### src/sv/iscl_pkg.sv
// Package for the I2C SCL divider calculator: field widths, protocol limits,
// the divider result struct and the rounded-up shift helper.
// No dependencies.
`default_nettype none

package iscl_pkg;

	// field widths
	localparam int MCK_W = 29;
	localparam int REQ_W = 20;
	localparam int EXP_W = 3;
	localparam int DIV_W = 8;

	// ceil(mck / req) plus the floor step needs one more bit than mck
	localparam int PER_W = MCK_W + 1;
	// ceil(mck / 768000) stays below 2^10 for any 29-bit master clock
	localparam int LC_W = 10;
	// shift amount wide enough for exponent + 1
	localparam int SH_W = EXP_W + 1;

	localparam int EXP_MAX = 7;
	localparam int NUM_EXP = EXP_MAX + 1;

	localparam logic [MCK_W-1:0] MCK_RESET          = MCK_W'(120000000);
	localparam logic [REQ_W-1:0] LOW_TIME_LIMIT_HZ  = REQ_W'(384000);
	localparam logic [REQ_W-1:0] FAST_MODE_MAX_HZ   = REQ_W'(400000);
	// two low half periods at the low time limit
	localparam logic [REQ_W-1:0] LOW_TIME_DIVISOR   = REQ_W'(768000);
	localparam logic [PER_W-1:0] DIV_MAX            = PER_W'(255);
	localparam logic [PER_W-1:0] PERIOD_OVERHEAD    = PER_W'(8);
	localparam logic [LC_W-1:0]  HALF_OVERHEAD      = LC_W'(4);

	// 768000 = 375 * 2^11: drop the low 11 bits, divide the rest by 375
	localparam int LC_SHIFT    = 11;
	localparam int LCX_W       = MCK_W - LC_SHIFT;
	localparam int LC_RECIP_W  = 19;
	localparam int LC_RECIP_SH = 27;
	localparam int LCP_W       = LCX_W + LC_RECIP_W;
	localparam logic [LCX_W-1:0]      LC_ODD_DIVISOR = LCX_W'(375);
	// ceil(2^27 / 375); exact floor quotient for any 18-bit dividend
	localparam logic [LC_RECIP_W-1:0] LC_RECIP       = LC_RECIP_W'(357914);

	// divider pipeline result handed to the post stages
	typedef struct packed {
		logic             valid;
		logic [REQ_W-1:0] req;
		logic [MCK_W-1:0] quo;
		logic             rem_nz;
		logic [LC_W-1:0]  lc_quo;
		logic             lc_rem_nz;
	} iscl_div_res_t;

	// ceil(x / 2^sh)
	function automatic logic [PER_W-1:0] ceil_shr(input logic [PER_W-1:0] x,
			input logic [SH_W-1:0] sh);
		logic [PER_W-1:0] mask;
		mask = ~({PER_W{1'b1}} << sh);
		ceil_shr = (x >> sh) + PER_W'(|(x & mask));
	endfunction

endpackage

`default_nettype wire

### src/sv/iscl_div_pipe.sv
// Pipelined restoring divider for master clock / requested rate, one quotient
// bit per stage, with the low-time count (master clock / 768000) alongside.
// Depends on iscl_pkg.
`default_nettype none

module iscl_div_pipe
	import iscl_pkg::*;
(
	input  wire logic             clk,
	input  wire logic             arst_n,
	input  wire logic             in_valid,
	input  wire logic [REQ_W-1:0] in_req,
	input  wire logic [MCK_W-1:0] in_mck,
	output iscl_div_res_t         res
);

	// low-time count is final after this many stages
	localparam int LC_READY = 3;

	// stage k holds the state after k quotient bits
	logic             valid_s [0:MCK_W];
	logic [REQ_W-1:0] req_s   [0:MCK_W];
	logic [MCK_W-1:0] num_s   [0:MCK_W];
	logic [REQ_W-1:0] rem_a_s [0:MCK_W];
	logic [MCK_W-1:0] quo_a_s [0:MCK_W];

	logic [LCX_W-1:0] lcx_s1;
	logic [LCP_W-1:0] lcp_s1;
	logic             lcl_nz_s1;
	logic [LCX_W-1:0] lcx_s2;
	logic [LC_W-1:0]  lcq_s2;
	logic             lcl_nz_s2;
	logic [LC_W-1:0]  lc_quo_s    [LC_READY:MCK_W];
	logic             lc_rem_nz_s [LC_READY:MCK_W];

	// entry stage
	always_ff @(posedge clk or negedge arst_n) begin
		if (!arst_n) begin
			valid_s[0] <= 1'b0;
		end else begin
			valid_s[0] <= in_valid;
		end
	end

	always_ff @(posedge clk) begin
		req_s[0]   <= in_req;
		num_s[0]   <= in_mck;
		rem_a_s[0] <= '0;
		quo_a_s[0] <= '0;
	end

	// one trial subtract per stage
	for (genvar k = 0; k < MCK_W; k++) begin : g_stage
		logic [REQ_W:0] trial_a;
		logic           ge_a;

		assign trial_a = {rem_a_s[k], num_s[k][MCK_W-1]};
		assign ge_a    = trial_a >= {1'b0, req_s[k]};

		always_ff @(posedge clk or negedge arst_n) begin
			if (!arst_n) begin
				valid_s[k+1] <= 1'b0;
			end else begin
				valid_s[k+1] <= valid_s[k];
			end
		end

		always_ff @(posedge clk) begin
			req_s[k+1]   <= req_s[k];
			num_s[k+1]   <= num_s[k] << 1;
			quo_a_s[k+1] <= {quo_a_s[k][MCK_W-2:0], ge_a};
			rem_a_s[k+1] <= ge_a ? REQ_W'(trial_a - {1'b0, req_s[k]}) : trial_a[REQ_W-1:0];
		end
	end

	// low-time count: upper mck bits times the reciprocal of 375,
	// then a multiply-back check for a nonzero remainder
	always_ff @(posedge clk) begin
		lcx_s1    <= num_s[0][MCK_W-1:LC_SHIFT];
		lcp_s1    <= {{LC_RECIP_W{1'b0}}, num_s[0][MCK_W-1:LC_SHIFT]}
			* {{LCX_W{1'b0}}, LC_RECIP};
		lcl_nz_s1 <= |num_s[0][LC_SHIFT-1:0];
		lcx_s2    <= lcx_s1;
		lcq_s2    <= lcp_s1[LC_RECIP_SH +: LC_W];
		lcl_nz_s2 <= lcl_nz_s1;
		lc_quo_s[LC_READY]    <= lcq_s2;
		lc_rem_nz_s[LC_READY] <= lcl_nz_s2
			|| (lcx_s2 != {{(LCX_W-LC_W){1'b0}}, lcq_s2} * LC_ODD_DIVISOR);
	end

	// carry the count down to the divider output
	for (genvar k = LC_READY; k < MCK_W; k++) begin : g_lc_delay
		always_ff @(posedge clk) begin
			lc_quo_s[k+1]    <= lc_quo_s[k];
			lc_rem_nz_s[k+1] <= lc_rem_nz_s[k];
		end
	end

	// last stage out; remainder reduces to a round-up flag
	always_comb begin
		res.valid     = valid_s[MCK_W];
		res.req       = req_s[MCK_W];
		res.quo       = quo_a_s[MCK_W];
		res.rem_nz    = |rem_a_s[MCK_W];
		res.lc_quo    = lc_quo_s[MCK_W];
		res.lc_rem_nz = lc_rem_nz_s[MCK_W];
	end

endmodule

`default_nettype wire

### src/sv/iscl_post.sv
// Post stages: period rounding and floor, per-exponent divider lanes,
// smallest fitting exponent select and the registered result word.
// Depends on iscl_pkg.
`default_nettype none

module iscl_post
	import iscl_pkg::*;
(
	input  wire logic              clk,
	input  wire logic              arst_n,
	input  wire iscl_div_res_t     div,
	output logic [EXP_W-1:0]       prescale_exp,
	output logic [DIV_W-1:0]       low_divider,
	output logic [DIV_W-1:0]       high_divider,
	output logic                   bad_request,
	output logic                   done
);

	// stage 1: period, floor, low-time count
	logic [PER_W-1:0] period;
	logic [PER_W-1:0] period_fl;
	logic [LC_W-1:0]  lc;

	logic             valid_s1;
	logic [PER_W-1:0] diff_s1;
	logic [LC_W-1:0]  lcm4_s1;
	logic             fast_s1;
	logic             bad_s1;

	always_comb begin
		period    = PER_W'(div.quo) + PER_W'(div.rem_nz);
		period_fl = (period <= PERIOD_OVERHEAD) ? PERIOD_OVERHEAD + PER_W'(1) : period;
		lc        = div.lc_quo + LC_W'(div.lc_rem_nz);
	end

	always_ff @(posedge clk or negedge arst_n) begin
		if (!arst_n) begin
			valid_s1 <= 1'b0;
		end else begin
			valid_s1 <= div.valid;
		end
	end

	always_ff @(posedge clk) begin
		diff_s1 <= period_fl - PERIOD_OVERHEAD;
		lcm4_s1 <= (lc > HALF_OVERHEAD) ? lc - HALF_OVERHEAD : '0;
		fast_s1 <= div.req > LOW_TIME_LIMIT_HZ;
		bad_s1  <= (div.req == '0) || (div.req > FAST_MODE_MAX_HZ);
	end

	// stage 2: one lane per prescaler exponent
	logic [DIV_W-1:0] lane_lo  [NUM_EXP];
	logic [DIV_W-1:0] lane_hi  [NUM_EXP];
	logic             lane_fit [NUM_EXP];

	for (genvar e = 0; e < NUM_EXP; e++) begin : g_lane
		logic [PER_W-1:0] lo_fast;
		logic [PER_W-1:0] sum;
		logic [PER_W-1:0] hi_fast;
		logic [PER_W-1:0] lo_slow;
		logic [PER_W-1:0] lo;
		logic [PER_W-1:0] hi;

		assign lo_fast = ceil_shr(PER_W'(lcm4_s1), SH_W'(e));
		assign sum     = ceil_shr(diff_s1, SH_W'(e));
		assign hi_fast = (sum > lo_fast) ? sum - lo_fast : '0;
		// even split: ceil(diff / 2^(e+1))
		assign lo_slow = ceil_shr(diff_s1, SH_W'(e + 1));
		assign lo      = fast_s1 ? lo_fast : lo_slow;
		assign hi      = fast_s1 ? hi_fast : lo_slow;

		assign lane_lo[e]  = lo[DIV_W-1:0];
		assign lane_hi[e]  = hi[DIV_W-1:0];
		assign lane_fit[e] = (lo <= DIV_MAX) && (hi <= DIV_MAX);
	end

	logic             valid_s2;
	logic             bad_s2;
	logic [DIV_W-1:0] lo_s2  [NUM_EXP];
	logic [DIV_W-1:0] hi_s2  [NUM_EXP];
	logic             fit_s2 [NUM_EXP];

	always_ff @(posedge clk or negedge arst_n) begin
		if (!arst_n) begin
			valid_s2 <= 1'b0;
		end else begin
			valid_s2 <= valid_s1;
		end
	end

	always_ff @(posedge clk) begin
		bad_s2 <= bad_s1;
		for (int e = 0; e < NUM_EXP; e++) begin
			lo_s2[e]  <= lane_lo[e];
			hi_s2[e]  <= lane_hi[e];
			fit_s2[e] <= lane_fit[e];
		end
	end

	// stage 3: smallest fitting exponent wins
	logic [EXP_W-1:0] sel_exp;
	logic [DIV_W-1:0] sel_lo;
	logic [DIV_W-1:0] sel_hi;
	logic             found;
	logic             bad;

	always_comb begin
		sel_exp = '0;
		sel_lo  = '0;
		sel_hi  = '0;
		found   = 1'b0;
		for (int e = NUM_EXP - 1; e >= 0; e--) begin
			if (fit_s2[e]) begin
				sel_exp = EXP_W'(e);
				sel_lo  = lo_s2[e];
				sel_hi  = hi_s2[e];
				found   = 1'b1;
			end
		end
		bad = bad_s2 || !found;
	end

	logic             valid_s3;
	logic [EXP_W-1:0] exp_s3;
	logic [DIV_W-1:0] lo_s3;
	logic [DIV_W-1:0] hi_s3;
	logic             bad_s3;

	always_ff @(posedge clk or negedge arst_n) begin
		if (!arst_n) begin
			valid_s3 <= 1'b0;
		end else begin
			valid_s3 <= valid_s2;
		end
	end

	// rejected requests report zero fields
	always_ff @(posedge clk) begin
		exp_s3 <= bad ? '0 : sel_exp;
		lo_s3  <= bad ? '0 : sel_lo;
		hi_s3  <= bad ? '0 : sel_hi;
		bad_s3 <= bad;
	end

	assign prescale_exp = exp_s3;
	assign low_divider  = lo_s3;
	assign high_divider = hi_s3;
	assign bad_request  = bad_s3;
	assign done         = valid_s3;

endmodule

`default_nettype wire

### src/sv/i2c_scl_divider_calc.sv
// Top level of the I2C SCL divider calculator: master clock register,
// divider pipeline and post stages. Depends on iscl_pkg, iscl_div_pipe, iscl_post.
//
// Usage:
//   Request channel: a word (requested_hz) is taken at each rising edge with
//   start high and busy low. busy is always low, so a request may enter on
//   every cycle; throughput is one word per cycle.
//   Result channel: done is high for exactly one cycle with prescale_exp,
//   low_divider, high_divider and bad_request. The result passes through one
//   entry stage, 29 divider stages of one quotient bit each and three post
//   stages, and is taken at the edge that ends the cycle in which done is high.
//   Results come back in request order. The receiver cannot hold them off;
//   nothing in the pipeline ever stalls.
//   Configuration: cfg_wr_en with cfg_wr_data writes the master clock in Hz.
//   Write it only with no request in flight; each request samples it on entry.
//   Reset: arst_n clears all valid flags and loads 120 MHz as master clock.
//   Rejected requests (zero, above 400 kHz, no fitting exponent) report
//   bad_request high and zero fields.
`default_nettype none

module i2c_scl_divider_calc
	import iscl_pkg::*;
(
	input  wire logic             clk,
	input  wire logic             arst_n,
	input  wire logic             start,
	output logic                  busy,
	input  wire logic [REQ_W-1:0] requested_hz,
	input  wire logic             cfg_wr_en,
	input  wire logic [MCK_W-1:0] cfg_wr_data,
	output logic [EXP_W-1:0]      prescale_exp,
	output logic [DIV_W-1:0]      low_divider,
	output logic [DIV_W-1:0]      high_divider,
	output logic                  bad_request,
	output logic                  done
);

	logic [MCK_W-1:0] master_clock_q;
	logic             accept;
	iscl_div_res_t    div_res;

	// master clock register
	always_ff @(posedge clk or negedge arst_n) begin
		if (!arst_n) begin
			master_clock_q <= MCK_RESET;
		end else if (cfg_wr_en) begin
			master_clock_q <= cfg_wr_data;
		end
	end

	// fully pipelined: never busy
	assign busy   = 1'b0;
	assign accept = start && !busy;

	iscl_div_pipe u_div (
		.clk      (clk),
		.arst_n   (arst_n),
		.in_valid (accept),
		.in_req   (requested_hz),
		.in_mck   (master_clock_q),
		.res      (div_res)
	);

	iscl_post u_post (
		.clk          (clk),
		.arst_n       (arst_n),
		.div          (div_res),
		.prescale_exp (prescale_exp),
		.low_divider  (low_divider),
		.high_divider (high_divider),
		.bad_request  (bad_request),
		.done         (done)
	);

endmodule

`default_nettype wire

### config.mk
export PLATFORM = sky130hd
export DESIGN_NAME = i2c_scl_divider_calc
export DESIGN_NICKNAME = d
export VERILOG_FILES = /design/src/sv/iscl_pkg.sv /design/src/sv/iscl_div_pipe.sv /design/src/sv/iscl_post.sv /design/src/sv/i2c_scl_divider_calc.sv
export SDC_FILE = /design/constraint.sdc
export NUM_CORES = 2
export LEC_CHECK = 0
export ABC_AREA = 1
export CAP_MARGIN = 0
export CORE_UTILIZATION = 30
export CTS_BUF_LIST = sky130_fd_sc_hd__clkbuf_4
export DETAILED_ROUTE_END_ITERATION = 12
export DONT_BUFFER_PORTS = 1
export SYNTH_ARGS = -nofsm -noshare
export SYNTH_HDL_FRONTEND = slang
export SYNTH_SLANG_ARGS = --single-unit
### constraint.sdc
create_clock -name clk -period 5.05 [get_ports clk]
set_clock_uncertainty 0.15 [all_clocks]
set_input_delay 0.7575 -clock clk [delete_from_list [all_inputs] [get_ports clk]]
set_output_delay 0.7575 -clock clk [all_outputs]
set_load 0.01 [all_outputs]
# Word-level counts from Yosys, hierarchy flattened
# Memory sizes are Yosys's and may differ from the RTL's.
# Index checks and enable logic that the tools add are counted.
totals:
  ff_bits: 209
  ram_bits: 3373
  in_bits: 53
  out_inout_bits: 22
  elab_cells: 292
  memories: 9
classes:
  addsub: 56
  multipliers: 2
  magnitude_cmp: 57
  n_eq_ne: 1
  mux: 85
  n_reduce_logical: 31
memory_table:
  columns: ["name", "depth", "width", "rd", "rd_clocked_by_memory_dff", "write_ports", "line_no", "text"]
  rows:
  - ["u_div.num_s", 30, 29, 29, 0, 30, "iscl_div_pipe.sv:23", "logic [MCK_W-1:0] num_s [0:MCK_W];"]
  - ["u_div.quo_a_s", 30, 29, 30, 0, 30, "iscl_div_pipe.sv:25", "logic [MCK_W-1:0] quo_a_s [0:MCK_W];"]
  - ["u_div.rem_a_s", 30, 20, 30, 0, 30, "iscl_div_pipe.sv:24", "logic [REQ_W-1:0] rem_a_s [0:MCK_W];"]
  - ["u_div.req_s", 30, 20, 30, 0, 30, "iscl_div_pipe.sv:22", "logic [REQ_W-1:0] req_s [0:MCK_W];"]
  - ["u_div.lc_quo_s", 27, 10, 27, 0, 27, "iscl_div_pipe.sv:33", "logic [LC_W-1:0] lc_quo_s [LC_READY:MCK_W];"]
  - ["u_post.hi_s2", 8, 8, 8, 0, 8, "iscl_post.sv:80", "logic [DIV_W-1:0] hi_s2 [NUM_EXP];"]
  - ["3 more memories", null, null, null, null, null, null, null]
op_table:
  columns: ["operator", "n"]
  rows:
  - ["2-to-1 mux 30 bit", 25]
  - [">= comparator 21 x 20 -> 1 bit", 29]
  - ["2-to-1 mux 20 bit", 29]
  - ["subtractor 20 bit", 29]
  - ["less-or-equal comparator 30 x 8 -> 1 bit (second input constant)", 16]
  - ["> comparator 30 bit", 7]
  - ["subtractor 30 bit", 7]
  - ["2-to-1 mux 8 bit", 16]
  - ["adder 29 x 1 -> 30 bit", 2]
  - ["> comparator 20 x 19 -> 1 bit (second input constant)", 2]
  - ["multiplier 18 x 18 -> 36 bit (second input constant)", 1]
  - ["> comparator 30 x 10 -> 1 bit", 1]
  - ["less-or-equal comparator 30 x 4 -> 1 bit (second input constant)", 1]
  - ["subtractor 30 x 10 -> 30 bit", 1]
  - ["subtractor 30 x 4 -> 30 bit (second input constant)", 1]
  - ["adder 28 x 1 -> 29 bit", 1]
  - ["adder 27 x 1 -> 28 bit", 1]
  - ["adder 26 x 1 -> 27 bit", 1]
  - ["adder 25 x 1 -> 26 bit", 1]
  - ["adder 24 x 1 -> 25 bit", 1]
  - ["adder 23 x 1 -> 24 bit", 1]
  - ["adder 22 x 1 -> 23 bit", 1]
  - ["logical NOT 20 bit", 1]
  - ["OR reduction 20 bit", 1]
  - ["other kinds (26)", 56]

# Longest topological paths before layout
# An unclocked memory read counts as a cell.
logic_depth:
  depth_word: 12
  ltp_mapped: 29
  mapped_depth_nobuf: 29

# Modules after synthesis
# Synthesis repeated with hierarchy kept, for this count alone.
unflattened:
  hier_cells: 14026
  area_unflattened_um2: 118468.6
by_module_without_submodules:
  columns: ["mod", "instances", "cells_per_inst", "area_per_inst_um2", "seq_area_each_um2"]
  rows:
  - ["iscl_div_pipe", 1, 10555, 96895.4, 48236.3]
  - ["iscl_post", 1, 3346, 20445.9, 4058.9]
  - ["i2c_scl_divider_calc", 1, 125, 1127.3, 738.2]

# Worst setup path after synthesis
# Ideal clock, no wire load.
synth_path:
  path_kind: "register to register"
  start: "memory u_div.num_s[0][16]"
  end: "register u_div.lcp_s1[34]"
  setup_time_ns: 0.112
  arrival_time_ns: 4.721
  t_required_ns: 4.788
  setup_slack_ns: 0.066
  path_stages_with_launch: 21
  n_path_buf: 0
  period_less_slack_ns: 4.984
  path_cell_list: "dfxtp_1 ha_1 fa_1 inv_1 fa_1 inv_1 fa_1 inv_1 fa_1 inv_1 fa_1 ha_1 a21oi_1 o21ai_0 a211o_1 a21oi_1 nand2_1 a21oi_1 inv_1 nand2_1 nand2_1"
synth_lines:
  columns: ["item", "line_no", "text"]
  rows:
  - ["from (decl)", "iscl_div_pipe.sv:23", null]
  - ["to (signal assigned)", "iscl_div_pipe.sv:80", "lcp_s1 <= {{LC_RECIP_W{1'b0}}, num_s[0][MCK_W-1:LC_SHIFT]}"]
  - ["to (decl)", "iscl_div_pipe.sv:28", "logic [LCP_W-1:0] lcp_s1;"]

==> reports/metrics.csv <==
stage,metric,value,unit
status,status,"complete, but fails checks",
status,failing checks,negative setup slack,
worst_setup_path,crit start category,flop,
synthesis,syn avg cell area,8.85,sq um
sta,Final Max Slew Viols,0,
worst_setup_path,Worst R2R Setup Slack,-90,ps
sta,Final period util,1.02,
routing,final wirelength,282000,microns
clocking,clk buf depth,4,
worst_setup_path,Worst Path Arrival,6260,ps
sta,post-route setup TNS,-138,ps
clocking,clock tree root buffer cell,clkbuf_4,
synthesis,predominant post-synthesis flop cell,dfxtp_1,
sta,Worst Max-Slew Pin Slew,1040,ps
grt,first-pass GRT wire length,445000,microns
placed_design,Placed Area,0.119,sq mm
routing,mean number of vias per cell,4.47,
placed_design,pre-CTS WS,-357,ps
power,Final Total Pwr,97.4,mW
clocking,clock latency at the later pin of the worst-skew pair,1500,ps
grt,antenna violations before repair,7,
worst_setup_path,crit path capture type,flop,
clocking,cts bufs inserted,668,
floorplanning,Initial Utilization,0.302,
routing,ANT nets after route,0,
cells_and_area,post-route cell area,0.129,sq mm
routing,Via Count,84546,
synthesis,Syn Nets,13705,
cells_and_area,multi-input logic area,0.0524,sq mm
power,Power Dens Cells,754,mW/mm^2
sta,worst setup margin,-88.5,ps
routing,DRC viols,0,
synthesis,Mapped Cells,12601,
sta,fmax,0.195,GHz
floorplanning,Core ar.,0.369,sq mm
clocking,clock sink count,2633,
clocking,clk slew on worst S/H paths,80,ps
synthesis,share of the yosys chip area belonging to registers,0.475,
sta,RSZ-0062 raised after global routing,true,
clocking,htree depth,6,
cells_and_area,Area Overhead vs Synth,15.9,%
worst_setup_path,CP Class,reg2reg,
power,VDD IR max,1180,uV
floorplanning,Die Height,612,microns
routing,initial drt markers,4791,
worst_hold_path,worst hold path type,reg2reg,
sta,Slew headroom,0.303,
synthesis,yosys warns,0,
floorplanning,Die W,612,microns
cells_and_area,fin util,0.350,
routing,Initial DRT Pass Iterations,6,
floorplanning,row count,223,
routing,DR WL/cell,14.9,microns
floorplanning,die area,0.374,sq mm
synthesis,"Cell Area, Synth",0.112,sq mm
grt,Tot GR Track Use,0.147,
grt,largest net degree at the start of global routing,63,
worst_setup_path,"Data required, critical path",6170,ps
cells_and_area,layout cells sized above 1,0.117,
floorplanning,IO Count,75,
synthesis,share of synthesized registers carrying an async set or reset,0.0235,
cells_and_area,Layout Nets,14586,
placed_design,DP HPWL,218000,microns
worst_setup_path,CP Max Fanout,4,
cells_and_area,FF/Latch Area,0.0531,sq mm
grt,Overflow after GRT,0,
flow_run,Max-Cap Viols,0,
sta,Final Hold Viols,0,
synthesis,"Distinct cells, synth",71,
synthesis,number of synthesized flops with an enable pin,0,
synthesis,Synth Register Bits,2633,
placed_design,Port-buffer cells,0,
cells_and_area,Layout fillers,38312,
placed_design,routability-driven placement congestion ratio,0.962,
sta,min Tclk post-route,5140,ps
clocking,CTS tree,yes,
sta,Finish-stage setup viols,2,
power,static leakage,60.8,nW
grt,vias in the first global route,84479,
## what timing repair did
action,in CTS,in global routing
gates resized for setup,39,75
hold endpoints to repair,112,0
pin swaps,20,62
hold buffers,125,0
gates cloned,0,0
endpoints found under the setup margin,10,21
buffers inserted,0,11
## cell usage after synthesis (all sizes together), types with 11 or more instances
master / count / area [sq um]
a21o: 71 / 533
nor2: 1037 / 4380
xor2: 414 / 3710
nand2: 2248 / 8650
o31ai: 22 / 165
clkbuf: 126 / 474
nor3: 147 / 746
a311oi: 11 / 96.3
o21bai: 61 / 458
fa: 185 / 3700
inv: 1543 / 5790
nand3: 546 / 2810
buf: 53 / 251
nor4: 71 / 450
ha: 866 / 10800
o21ai: 754 / 3790
o22ai: 18 / 113
a221oi: 31 / 272
a21oi: 824 / 4130
xnor2: 354 / 3100
o211ai: 25 / 188
nor3b: 13 / 97.6
o21a: 35 / 263
nand4: 158 / 988
a31oi: 101 / 632
nand3b: 41 / 308
mux2: 29 / 327
or2: 42 / 263
a22oi: 16 / 120
dfxtp: 2571 / 51500
clkinv: 30 / 113
dfrtp: 52 / 1300
o221ai: 32 / 280
a21boi: 26 / 195
## power by group
group / total [mW] / leakage (nW) / switching [mW] / internal [mW]
sequential: 28.5 / 22.2 / 2.56 / 25.9
combinational: 51.4 / 33.7 / 30.2 / 21.2
clock: 17.6 / 4.91 / 8.47 / 9.09
## path summary, 6_finish.rpt
path	startpoint	end	depth (start not counted)
max in group asynchronous	arst_n	master_clock_q[10]	4
worst max register to register	u_div.num_s[0][16]	u_div.lcp_s1[34]	20
min in group asynchronous	arst_n	master_clock_q[15]	4
worst min-delay path	u_div.lc_quo_s[0][49]	u_div.lc_quo_s[0][59]	0
worst min register to register	u_div.lc_quo_s[0][49]	u_div.lc_quo_s[0][59]	0
worst max-delay path	u_div.num_s[0][16]	u_div.lcp_s1[34]	20
## flip-flops by register name (all words and copies together) (netlist names), 18 cells and up
signal,flops
u_div.lc_quo_s,270
u_div.rem_a_s,580
u_post.hi_s2,64
u_div.lcx_s1,18
u_div.valid_s,29
master_clock_q,29
u_post.diff_s1,30
u_div.lc_rem_nz_s,27
u_post.lo_s2,64
u_div.lcx_s2,18
u_div.num_s,402
u_div.req_s,600
u_div.quo_a_s,435
## routing by layer
metal  vias up  share of wire  track usage
met2      1951           0.46        0.247
met5         -        0.00025            0
met1     38547           0.45        0.185
met3       638          0.051       0.0267
li1      43400              -            -
met4        10          0.038       0.0623
## layout by cell type, fill, tap and decap left out, types with 67 or more instances in the layout
cell              n
dfxtp_1        2563
nand2_1        2201
inv_1          1504
nor2_1          950
clkbuf_4        920
ha_1            844
a21oi_1         812
o21ai_0         728
nand3_1         531
xor2_1          402
xnor2_1         354
buf_4           256
fa_1            184
nand4_1         158
clkinv_1        153
nor3_1          142
dlygate4sd3_1   122
a31oi_1         101
a21o_1           71
nor4_1           67
## area by class of cell
type,count,share of cell area
clock buffer,920,0.0534
timing repair buffer,390,0.0259
multi-input combinational,8216,0.405
clock inverter,221,0.0109
antenna,11,0.000213
tap,4950,0.0479
inverter,1573,0.0457
sequential,2633,0.410
## cells by family (layout without fill, tap and decap cells)
logic type,Yosys count,in the layout,synth area share
adder cells (fa/ha/maj),1051,1051,0.130
AND/OR/NAND/NOR,4318,4318,0.168
buffers and inverters,1752,3104,0.0594
other,1,12,0.0000336
multiplexers,29,29,0.00293
flip-flops,2633,2633,0.475
AO/OA/AOI/OAI,2049,2049,0.102
XOR/XNOR,768,768,0.0610
## critical path, stage by stage, from the launching register on
cell	delay [ps]
dfxtp_4	380
ha_4	250
fa_1	550
inv_2	40
fa_1	470
inv_1	50
fa_1	520
inv_1	50
fa_1	490
inv_2	40
fa_1	550
ha_4	230
a21oi_4	140
o21ai_2	80
a211o_1	300
a21oi_1	150
nand2_1	100
a21oi_2	160
inv_1	50
nand2_1	50
nand2_1	50
## stage by stage
step	instances	hold slack (ps)
2_1_floorplan	12601	160
3_3_place_gp	17628	160
3_5_place_dp	17628	162
4_1_cts	18894	0.580
5_1_grt	18907	63.9
6_report	18914	26.6
(Power assumes the default switching activity.)
